**src/anmr_pkg.sv**
```systemverilog
package anmr_pkg;

    // field widths
    localparam int CHAR_BITS  = 8;
    localparam int COUNT_BITS = 32;
    localparam int OUT_COUNT_BITS = 32;
    localparam int REM_BITS   = 63;
    localparam int REM_PROD_BITS = REM_BITS + 5;
    localparam int COUNT_PROD_BITS = COUNT_BITS + 5;
    localparam int OUT_DATA_BITS = ((OUT_COUNT_BITS + REM_BITS + 7) / 8) * 8;

    // 2^63-1, the modulus of the remainder part
    localparam logic [REM_BITS-1:0] REM_MOD = '1;

    // character codes
    localparam logic [CHAR_BITS-1:0] CHAR_ZERO  = 8'h30;
    localparam logic [CHAR_BITS-1:0] CHAR_NINE  = 8'h39;
    localparam logic [CHAR_BITS-1:0] CHAR_A_LO  = 8'h61;
    localparam logic [CHAR_BITS-1:0] CHAR_F_LO  = 8'h66;
    localparam logic [CHAR_BITS-1:0] CHAR_A_UP  = 8'h41;
    localparam logic [CHAR_BITS-1:0] CHAR_F_UP  = 8'h46;
    localparam logic [CHAR_BITS-1:0] CHAR_X_LO  = 8'h78;
    localparam logic [CHAR_BITS-1:0] CHAR_X_UP  = 8'h58;

    // digit decode result: bit 4 set means no digit
    typedef logic [4:0] digit_t;
    localparam digit_t DIGIT_NONE = 5'd16;
    localparam digit_t DIGIT_TEN  = 5'd10;

    // character position within the numeral, saturates at the third
    typedef enum logic [1:0] {
        POS_FIRST  = 2'd0,
        POS_SECOND = 2'd1,
        POS_LATER  = 2'd2
    } char_pos_t;

    function automatic digit_t decode_digit(input logic [CHAR_BITS-1:0] c);
        digit_t d;
        d = DIGIT_NONE;
        if (c >= CHAR_ZERO && c <= CHAR_NINE)
        begin
            d = digit_t'(c - CHAR_ZERO);
        end
        else if (c >= CHAR_A_LO && c <= CHAR_F_LO)
        begin
            d = digit_t'(c - CHAR_A_LO) + DIGIT_TEN;
        end
        else if (c >= CHAR_A_UP && c <= CHAR_F_UP)
        begin
            d = digit_t'(c - CHAR_A_UP) + DIGIT_TEN;
        end
        return d;
    endfunction

endpackage

```
**src/ascii_number_to_mixed_radix.sv**
```systemverilog
// Parses an ASCII numeral, one character per transfer with tlast on its final
// character, into count * (2^63-1) + remainder. A leading "0x" or "0X" selects
// hexadecimal, otherwise the digits are decimal. One result transfer comes per
// numeral, on its last character: tuser is 1 for a valid numeral, and 0 (with
// zero data) for a bad digit, a hex letter in decimal mode, a prefix without
// digits, or a count that passes 32 bits. One character is taken every cycle,
// except while a last character waits for a stalled result; a character is
// held in the input register while the multiply-by-base and Mersenne fold
// run, and a last character's result is then stored in the result register.
// That combinational accumulate step (63-bit times 10 or 16, fold add and
// compare) sets the clock rate.
module ascii_number_to_mixed_radix (
    input  logic                                clk,
    input  logic                                rst_n,
    input  logic                                s_axis_tvalid,
    output logic                                s_axis_tready,
    input  logic [anmr_pkg::CHAR_BITS-1:0]      s_axis_tdata,  // char_code
    input  logic                                s_axis_tlast,  // is_last
    output logic                                m_axis_tvalid,
    input  logic                                m_axis_tready,
    output logic [anmr_pkg::OUT_DATA_BITS-1:0]  m_axis_tdata,  // count_part, remainder_part, pad
    output logic                                m_axis_tuser   // ok
);
    import anmr_pkg::*;

    // input register
    logic                  in_valid_reg;
    logic [CHAR_BITS-1:0]  in_char_reg;
    logic                  in_last_reg;

    // accumulator state
    logic [COUNT_BITS-1:0] count_acc_reg, count_acc_next;
    logic [REM_BITS-1:0]   rem_acc_reg, rem_acc_next;
    logic                  hex_mode_reg, hex_mode_next;
    char_pos_t             pos_reg, pos_next;
    logic                  first_zero_reg, first_zero_next;
    logic                  digit_seen_reg, digit_seen_next;
    logic                  failed_reg, failed_next;

    // result register
    logic                      out_valid_reg;
    logic [OUT_COUNT_BITS-1:0] out_count_reg, out_count_next;
    logic [REM_BITS-1:0]       out_rem_reg, out_rem_next;
    logic                      out_ok_reg, out_ok_next;

    logic out_free;
    logic advance;
    logic emit;

    // handshake
    assign out_free      = !out_valid_reg || m_axis_tready;
    assign advance       = in_valid_reg && (!in_last_reg || out_free);
    assign emit          = advance && in_last_reg;
    assign s_axis_tready = !in_valid_reg || advance;

    always_ff @(posedge clk or negedge rst_n)
    begin
        if (!rst_n)
        begin
            in_valid_reg <= 1'b0;
        end
        else if (s_axis_tready)
        begin
            in_valid_reg <= s_axis_tvalid;
        end
    end

    always_ff @(posedge clk)
    begin
        if (s_axis_tready && s_axis_tvalid)
        begin
            in_char_reg <= s_axis_tdata;
            in_last_reg <= s_axis_tlast;
        end
    end

    // digit classification
    digit_t d;
    logic   is_prefix;
    logic   bad_char;

    assign d         = decode_digit(in_char_reg);
    assign is_prefix = (pos_reg == POS_SECOND) && first_zero_reg &&
                       (in_char_reg == CHAR_X_LO || in_char_reg == CHAR_X_UP);
    assign bad_char  = d[4] || (d >= DIGIT_TEN && !hex_mode_reg);

    // remainder times base plus digit, folded modulo 2^63-1
    logic [REM_PROD_BITS-1:0] rem_prod;
    logic [4:0]               fold_hi;
    logic [REM_BITS:0]        fold_sum;
    logic                     fold_wrap;
    logic [REM_BITS-1:0]      rem_new;
    logic [4:0]               carry;

    always_comb
    begin
        if (hex_mode_reg)
        begin
            rem_prod = {1'b0, rem_acc_reg, 4'b0000};
        end
        else
        begin
            rem_prod = {2'b00, rem_acc_reg, 3'b000} + {4'b0000, rem_acc_reg, 1'b0};
        end
        rem_prod  = rem_prod + REM_PROD_BITS'(d[3:0]);
        fold_hi   = rem_prod[REM_PROD_BITS-1:REM_BITS];
        fold_sum  = {1'b0, rem_prod[REM_BITS-1:0]} + (REM_BITS + 1)'(fold_hi);
        fold_wrap = fold_sum >= {1'b0, REM_MOD};
        if (fold_wrap)
        begin
            rem_new = REM_BITS'(fold_sum - {1'b0, REM_MOD});
            carry   = fold_hi + 5'd1;
        end
        else
        begin
            rem_new = fold_sum[REM_BITS-1:0];
            carry   = fold_hi;
        end
    end

    // count times base plus carry, overflow past COUNT_BITS
    logic [COUNT_PROD_BITS-1:0] count_prod;
    logic                       count_ovf;

    always_comb
    begin
        if (hex_mode_reg)
        begin
            count_prod = {1'b0, count_acc_reg, 4'b0000};
        end
        else
        begin
            count_prod = {2'b00, count_acc_reg, 3'b000} + {4'b0000, count_acc_reg, 1'b0};
        end
        count_prod = count_prod + COUNT_PROD_BITS'(carry);
        count_ovf  = |count_prod[COUNT_PROD_BITS-1:COUNT_BITS];
    end

    // state update and result formation
    always_comb
    begin
        count_acc_next  = count_acc_reg;
        rem_acc_next    = rem_acc_reg;
        hex_mode_next   = hex_mode_reg;
        pos_next        = pos_reg;
        first_zero_next = first_zero_reg;
        digit_seen_next = digit_seen_reg;
        failed_next     = failed_reg;
        out_count_next  = '0;
        out_rem_next    = '0;
        out_ok_next     = 1'b0;

        if (is_prefix)
        begin
            hex_mode_next   = 1'b1;
            digit_seen_next = 1'b0;
        end
        else if (bad_char)
        begin
            failed_next = 1'b1;
        end
        else if (!failed_reg)
        begin
            if (count_ovf)
            begin
                failed_next = 1'b1;
            end
            else
            begin
                count_acc_next = count_prod[COUNT_BITS-1:0];
                rem_acc_next   = rem_new;
            end
            digit_seen_next = 1'b1;
        end

        if (pos_reg == POS_FIRST)
        begin
            first_zero_next = (in_char_reg == CHAR_ZERO);
        end
        unique case (pos_reg)
            POS_FIRST:  pos_next = POS_SECOND;
            POS_SECOND: pos_next = POS_LATER;
            default:    pos_next = POS_LATER;
        endcase

        if (in_last_reg)
        begin
            if (!failed_next && digit_seen_next)
            begin
                out_count_next = OUT_COUNT_BITS'(count_acc_next);
                out_rem_next   = rem_acc_next;
                out_ok_next    = 1'b1;
            end
            count_acc_next  = '0;
            rem_acc_next    = '0;
            hex_mode_next   = 1'b0;
            pos_next        = POS_FIRST;
            first_zero_next = 1'b0;
            digit_seen_next = 1'b0;
            failed_next     = 1'b0;
        end
    end

    always_ff @(posedge clk or negedge rst_n)
    begin
        if (!rst_n)
        begin
            count_acc_reg  <= '0;
            rem_acc_reg    <= '0;
            hex_mode_reg   <= 1'b0;
            pos_reg        <= POS_FIRST;
            first_zero_reg <= 1'b0;
            digit_seen_reg <= 1'b0;
            failed_reg     <= 1'b0;
        end
        else if (advance)
        begin
            count_acc_reg  <= count_acc_next;
            rem_acc_reg    <= rem_acc_next;
            hex_mode_reg   <= hex_mode_next;
            pos_reg        <= pos_next;
            first_zero_reg <= first_zero_next;
            digit_seen_reg <= digit_seen_next;
            failed_reg     <= failed_next;
        end
    end

    // result register
    always_ff @(posedge clk or negedge rst_n)
    begin
        if (!rst_n)
        begin
            out_valid_reg <= 1'b0;
        end
        else if (out_free)
        begin
            out_valid_reg <= emit;
        end
    end

    always_ff @(posedge clk)
    begin
        if (emit)
        begin
            out_count_reg <= out_count_next;
            out_rem_reg   <= out_rem_next;
            out_ok_reg    <= out_ok_next;
        end
    end

    assign m_axis_tvalid = out_valid_reg;
    assign m_axis_tdata  = OUT_DATA_BITS'({out_rem_reg, out_count_reg});
    assign m_axis_tuser  = out_ok_reg;

    // a failed numeral carries zero data
    assert property (@(posedge clk) disable iff (!rst_n)
        m_axis_tvalid && !m_axis_tuser |-> m_axis_tdata == '0)
        else $error("failed result with nonzero data");

    // the remainder stays below 2^63-1
    assert property (@(posedge clk) disable iff (!rst_n)
        rem_acc_reg != REM_MOD)
        else $error("remainder accumulator reached the modulus");

    // the numeral state returns to reset after its last character
    assert property (@(posedge clk) disable iff (!rst_n)
        emit |=> count_acc_reg == '0 && rem_acc_reg == '0 && pos_reg == POS_FIRST &&
                 !hex_mode_reg && !failed_reg && !digit_seen_reg)
        else $error("state not cleared after last character");

    // a processed last character always lands in the result register
    assert property (@(posedge clk) disable iff (!rst_n)
        emit |=> m_axis_tvalid)
        else $error("result lost");

endmodule

```
**config.mk**
```make
export PLATFORM = sky130hd
export DESIGN_NAME = ascii_number_to_mixed_radix
export DESIGN_NICKNAME = d
export VERILOG_FILES = /design/src/anmr_pkg.sv /design/src/ascii_number_to_mixed_radix.sv
export SDC_FILE = /design/constraint.sdc
export NUM_CORES = 1
export LEC_CHECK = 0
export BUFFER_PORTS_ARGS = -buffer_cell sky130_fd_sc_hd__clkbuf_2
export CORE_UTILIZATION = 60
export DETAILED_ROUTE_END_ITERATION = 16
export PLACE_DENSITY = 0.78
export SLEW_MARGIN = 20
export SYNTH_ARGS = -nofsm -noshare
export SYNTH_HDL_FRONTEND = slang
export SYNTH_SLANG_ARGS = --single-unit
```
**constraint.sdc**
```tcl
create_clock -name clk -period 25.9 [get_ports clk]
set_input_delay 2.59 -clock clk [delete_from_list [all_inputs] [get_ports clk]]
set_output_delay 2.59 -clock clk [all_outputs]
set_load 0.01 [all_outputs]
```
==> results_dict.tcl, run 1 <==
set metrics [dict create \
    dp_slack_ns 8.94 \
    pin_count 112 \
    syn2layout_area_growth_pct 7.09 \
    post_cts_resized 0 \
    post-cts-setup-buffer-count 0 \
    power_density_nw_per_um2 32.5 \
    worst_pin_slew_ns 1.15 \
    drt-initial-drc-count 3142 \
    ys_warn_count 0 \
    synth_seq_cells 208 \
    dr.pass1.iters 7 \
    grt_overflow 0 \
    cts-root-buf "clkbuf_16" \
    dpl_cell_area_um2 21600 \
    routed_via_density 7.20 \
    grt_start_max_net_pins 88 \
    status "completed" \
    grt_pass1_wl_um 121000 \
    cts.sink_count 208 \
    avgSynthCellArea_um2 7.90 \
    worstSkewPairLatency_ns 0.54 \
    drc 0 \
    h-tree-depth 1 \
    async_flop_share_pct 49.5 \
    setup_viol 0 \
    ys_seq_area_share_pct 27.5 \
    endpoint_kind "flop" \
    hold_path_class "reg2reg" \
    cap_violations 0 \
    postCtsHoldBufs 0 \
    antenna_found_initial 0 \
    r2r_end "rem_acc_reg[32]" \
    endpoint "rem_acc_reg[32]" \
    synth_common_cells "nand2_1 (299), nor2_1 (290), o21ai_0 (206)" \
    dp.cells 3096 \
    io_buffers 110 \
    leakagePower_nw 8.39 \
    rsz0062_at_grt "false" \
    fin_skew_ns 0.0199 \
    fin_area_um2 22300 \
    ys_top_cells_by_area "edfxtp_1 (15%), dfrtp_1 (12%), ha_1 (6.5%)" \
    fin_nets 2799 \
    critPathKind "reg2reg" \
    synth_cell_types 95 \
    syn_inst 2641 \
    synth_nets 2768 \
    period_needed_ns 17.69 \
    dieArea_um2 35500 \
    placement_rows 67 \
    cts_buffer_depth 3 \
    vias 22600 \
    cpMaxStageDelayCell "buf_4" \
    grt_pass1_vias 20900 \
    max_freq_ghz 0.0565 \
    initial_core_util_pct 61.6 \
    synth_top_cell_by_area "edfxtp_1" \
    critPathArrivalTime_ns 18.13 \
    syn_area_um2 20900 \
    fin_cells 3136 \
    whs_path_depth 1 \
    drv_slew 0 \
    worstPathMaxFanout 87 \
    rr_startpoint "in_char_reg[1]" \
    ff2ff_setup_slack_ns 8.21 \
    layout_setup_ws_ns 8.21 \
    synth_edf_count 105 \
    required_ns 26.34 \
    critPathTopFamily "simple AND/OR/NAND/NOR gates" \
    avgRoutedWirePerCell_um 25.0 \
    cts_buffers 22 \
    clk_pin_slew_ns 0.07 \
    cp_slowest_stage_delay_ns 0.82 \
    cts_tree "done" \
    startpoint_type "flop" \
    die_width_um 188 \
    ir_worst_vdd_mv 0.0598 \
    slew_headroom_pct 22.5 \
    dp_hpwl_um 60800 \
    cp_num_cells 54 \
    critPathBufInv 4 \
    grt.total_usage_pct 43.4 \
    totalPowerFinal_mw 0.725 \
    insertedDiodeCount 0 \
    wl_um 78400 \
    core_area_um2 33900 \
    gp_congestion 1.04 \
    yosysTopAreaCellShare_pct 15.1 \
    period_share_pct 68.3 \
    crit_start "in_char_reg[1]" \
    drive_above_1_share_pct 8.48 \
    synthFlopType "edfxtp_1" \
    synth.most_common_cell "nand2_1" \
    r2r_cells 54 \
    hold_viol 0 \
    drtAntennaViolNets 0 \
    finalSetupTns_ns 0 \
    dieHeight_um 188 \
]
through the flow:
| step | util, % | hold slack [ns] |
|---|---|---|
| after floorplan | - | 0.463 |
| after global placement | 63.9 | 0.478 |
| after detailed placement | 63.9 | 0.502 |
| after CTS | 65.9 | 0.555 |
| after global routing | 65.9 | 0.573 |
| final | 65.9 | 0.559 |
routing by layer:
layer | global-route usage (%) | vias up | routed length (µm)
met5 | 0 | - | 0
met1 | 59.6 | 10600 | 31300
met3 | 11.1 | 283 | 10100
li1 | - | 10000 | -
met4 | 16.0 | 0 | 3560
met2 | 65.8 | 1628 | 33500
final cells by class:
cell class	instances	area [µm²]
sequential	208	5730
clock buffer	29	598
timing repair buffer	128	688
inverter	55	206
fill	2901	11500
clock inverter	11	95.1
tap	448	561
multi-input combinational	2257	14400
how the worst min path moves through the flow:
stage,end,slack (ns),from
4_1_cts,failed_reg,0.55,failed_reg
6_report,first_zero_reg,0.56,first_zero_reg
5_1_grt,pos_reg[0],0.57,pos_reg[0]
2_1_floorplan,failed_reg,0.46,failed_reg
3_3_place_gp,first_zero_reg,0.48,first_zero_reg
3_5_place_dp,first_zero_reg,0.50,first_zero_reg
worst register-to-register path: cells and delay by family, from the launching register on:
| family | cells | cell delay, ns |
|---|---|---|
| and+or+nand+nor | 33 | 11.34 |
| AOI/OAI and AO/OA | 9 | 1.96 |
| buffers and inverters | 4 | 1.51 |
| adders and majority gates | 5 | 1.51 |
| xor gates and xnor gates | 3 | 0.86 |
| DFF | 1 | 0.44 |
kinds of logic after synthesis:
kind of cell	after synthesis	synth area share [%]
other	1	0.0180
buffers and inverters	176	3.43
AO/OA/AOI/OAI	735	23.3
flip-flops	208	27.5
AND/OR/NAND/NOR	1169	28.4
adder cells (fa/ha/maj)	114	7.02
multiplexers	44	2.18
XOR/XNOR	194	8.15
layout by cell type, fill, tap and decap left out, drive strengths merged, types with 12 or more instances in the layout:
cell and n:
inv 57, o21bai 13, ha 109, nor3 102, o2111ai 16, xor2 74
nand2 299, nor2b 29, nand4 83, a21o 38, a211oi 27, o31ai 29
o211ai 31, or2 20, mux2 12, clkbuf 138, and3 24, nand2b 35
and4 20, or3 32, or4 26, mux2i 32, xnor2 120, edfxtp 105
o31a 15, buf 19, dfrtp 103, and2 25, a31oi 19, a21oi 150
o21ai 211, nand3 67, o21a 33, nor4 59, nor2 290
power by group:
| group | internal [mW] | leakage (nW) | switching (mW) |
|---|---|---|---|
| clock network | 0.175 | 0.346 | 0.140 |
| registers | 0.362 | 2.47 | 0.00594 |
| logic | 0.0112 | 5.57 | 0.0304 |
(Power assumes the default switching activity.)
==> run 2, diff against run 1 <==
- CORE_UTILIZATION: 60 -> 58
- PLACE_DENSITY: 0.78 -> 0.79
- clock period: 25.9 -> 15.8 ns (I/O delays scaled with it)
==> results_dict.tcl, run 2 (synthesized netlist as in run 1, its figures left out) <==
set metrics [dict create \
    dp_hpwl_um 62300 \
    cp_common_cell "nor2_1" \
    setup_viol 0 \
    power.switching_mw 0.278 \
    drtAntennaViolNets 0 \
    critPathTopFamily "simple AND/OR/NAND/NOR gates" \
    leakagePower_nw 8.62 \
    drt-initial-drc-count 2829 \
    worstPathMaxFanout 29 \
    vias 22600 \
    gp_congestion 1.07 \
    status "completed" \
    insertedDiodeCount 0 \
    min_to "first_zero_reg" \
    wl_um 79200 \
    dieHeight_um 192 \
    postCtsHoldBufs 0 \
    seq_power_share_pct 49.7 \
    grt.total_usage_pct 42.4 \
    cp_slowest_stage_delay_ns 0.72 \
    required_ns 16.06 \
    power_density_nw_per_um2 53.4 \
    slew_headroom_pct 20.7 \
    pwr-share-comb_pct 5.7 \
    layout_setup_ws_ns 0.449 \
    critPathBufInv 4 \
    worst_pin_slew_ns 1.18 \
    pwr-share-clk_pct 44.7 \
    swShare_pct 22.8 \
    initial_core_util_pct 58.8 \
    routed_via_density 7.07 \
    critPathArrivalTime_ns 15.61 \
    cts.sink_count 208 \
    rr_startpoint "rem_acc_reg[6]" \
    finalSetupTns_ns 0 \
    drive_above_1_share_pct 10.2 \
    period_share_pct 97.2 \
    period_needed_ns 15.35 \
    dpl_cell_area_um2 21900 \
    r2r_end "out_rem_reg[52]" \
    critPathKind "reg2reg" \
    ff2ff_setup_slack_ns 0.45 \
    hold_viol 0 \
    whs_path_depth 1 \
    die_width_um 192 \
    final_common_cell "nand2_1" \
    endpoint_kind "flop" \
    grt_pass1_vias 20400 \
    avgRoutedWirePerCell_um 24.8 \
    placement_rows 69 \
    fillers 3076 \
    fin_skew_ns 0.0239 \
    pin_count 112 \
    syn2layout_area_growth_pct 9.26 \
    rsz0062_at_grt "false" \
    fin_nets 2840 \
    max_freq_ghz 0.0651 \
    hold_path_class "reg2reg" \
    dieArea_um2 36700 \
    drv_slew 0 \
    io_buffers 110 \
    cts_tree "done" \
    worstHoldStart "first_zero_reg" \
    dp_slack_ns -0.0543 \
    ir_worst_vdd_mv 0.0891 \
    startpoint_type "flop" \
    cts_buffers 22 \
    grt_pass1_wl_um 120000 \
    dr.pass1.iters 6 \
    fin_area_um2 22800 \
    worstSkewPairLatency_ns 0.54 \
    cap_violations 0 \
    post-route-util_pct 64.2 \
    clk_pin_slew_ns 0.06 \
    core_area_um2 35500 \
    p_int_mw 0.939 \
    cts_buffer_depth 3 \
    layout_common_cells "nand2_1 (298), nor2_1 (289), o21ai_0 (205), a21oi_1 (150), xnor2_1 (118)" \
    cpMaxStageDelayCell "nor4_1" \
    h-tree-depth 1 \
    grt_start_max_net_pins 73 \
    whs_ns 0.506 \
    r2r_cells 51 \
    drc 0 \
    antenna_found_initial 0 \
    cts-root-buf "clkbuf_16" \
    grt_overflow 0 \
]
run 2: through the flow:
step                      instances  power [mW]
final                          3190        1.22
after global routing           3190        1.25
after CTS                      3183        1.22
after detailed placement       3143       0.682
after global placement         3143       0.679
after floorplan                2641       0.647
run 2: power groups by stage:
stage / Sequential (mW) / Combinational, mW / Clock [mW]
finish: 0.604 / 0.0689 / 0.544
global route: 0.606 / 0.0749 / 0.566
CTS: 0.604 / 0.0685 / 0.548
detailed placement: 0.614 / 0.0679 / 0
global placement: 0.613 / 0.0663 / 0
floorplan: 0.623 / 0.0238 / 0
run 2: layer usage:
layer / routed length [µm] / vias to the layer above / GRT usage [%]
li1: - / 10100 / -
met1: 32900 / 10800 / 59.8
met2: 33500 / 1433 / 62.9
met3: 8830 / 241 / 8.11
met4: 3950 / 0 / 18.3
met5: 0 / - / 0
run 2: layout make-up:
| class | count | area [µm²] | area share [%] |
|---|---|---|---|
| Tap cell | 461 | 577 | 2.53 |
| Sequential cell | 208 | 5730 | 25.2 |
| Multi-Input combinational cell | 2257 | 14500 | 63.7 |
| Clock buffer | 33 | 633 | 2.78 |
| Timing Repair Buffer | 169 | 997 | 4.38 |
| Clock inverter | 7 | 116 | 0.511 |
| Inverter | 55 | 206 | 0.906 |
run 2: repair_timing:
item | in CTS | in global routing
setup endpoints to repair | 108 | 191
buffers inserted | 0 | 6
pin swaps | 0 | 2
resized for setup | 2 | 10
run 2: how the worst max path moves through the flow:
stage               slack (ns)      startpoint  cells after the start               to
floorplan                 0.08    hex_mode_reg                     67  out_rem_reg[48]
global placement          0.72  in_char_reg[1]                     56  out_rem_reg[48]
detailed placement       -0.05  in_char_reg[1]                     56  out_rem_reg[52]
CTS                       0.04  in_char_reg[1]                     57  out_rem_reg[52]
global route              0.02  in_char_reg[1]                     54   out_rem_reg[8]
finish                    0.45  rem_acc_reg[6]                     51  out_rem_reg[52]
run 2: worst reg2reg max path, delay by kind of cell (launching register included):
family          cells  cell delay, ns
simple gates       33            9.34
buf+inv             4            0.74
flops               1            0.47
fa+ha+maj           4            1.42
xor+xnor            3            0.70
compound gates      7            2.43
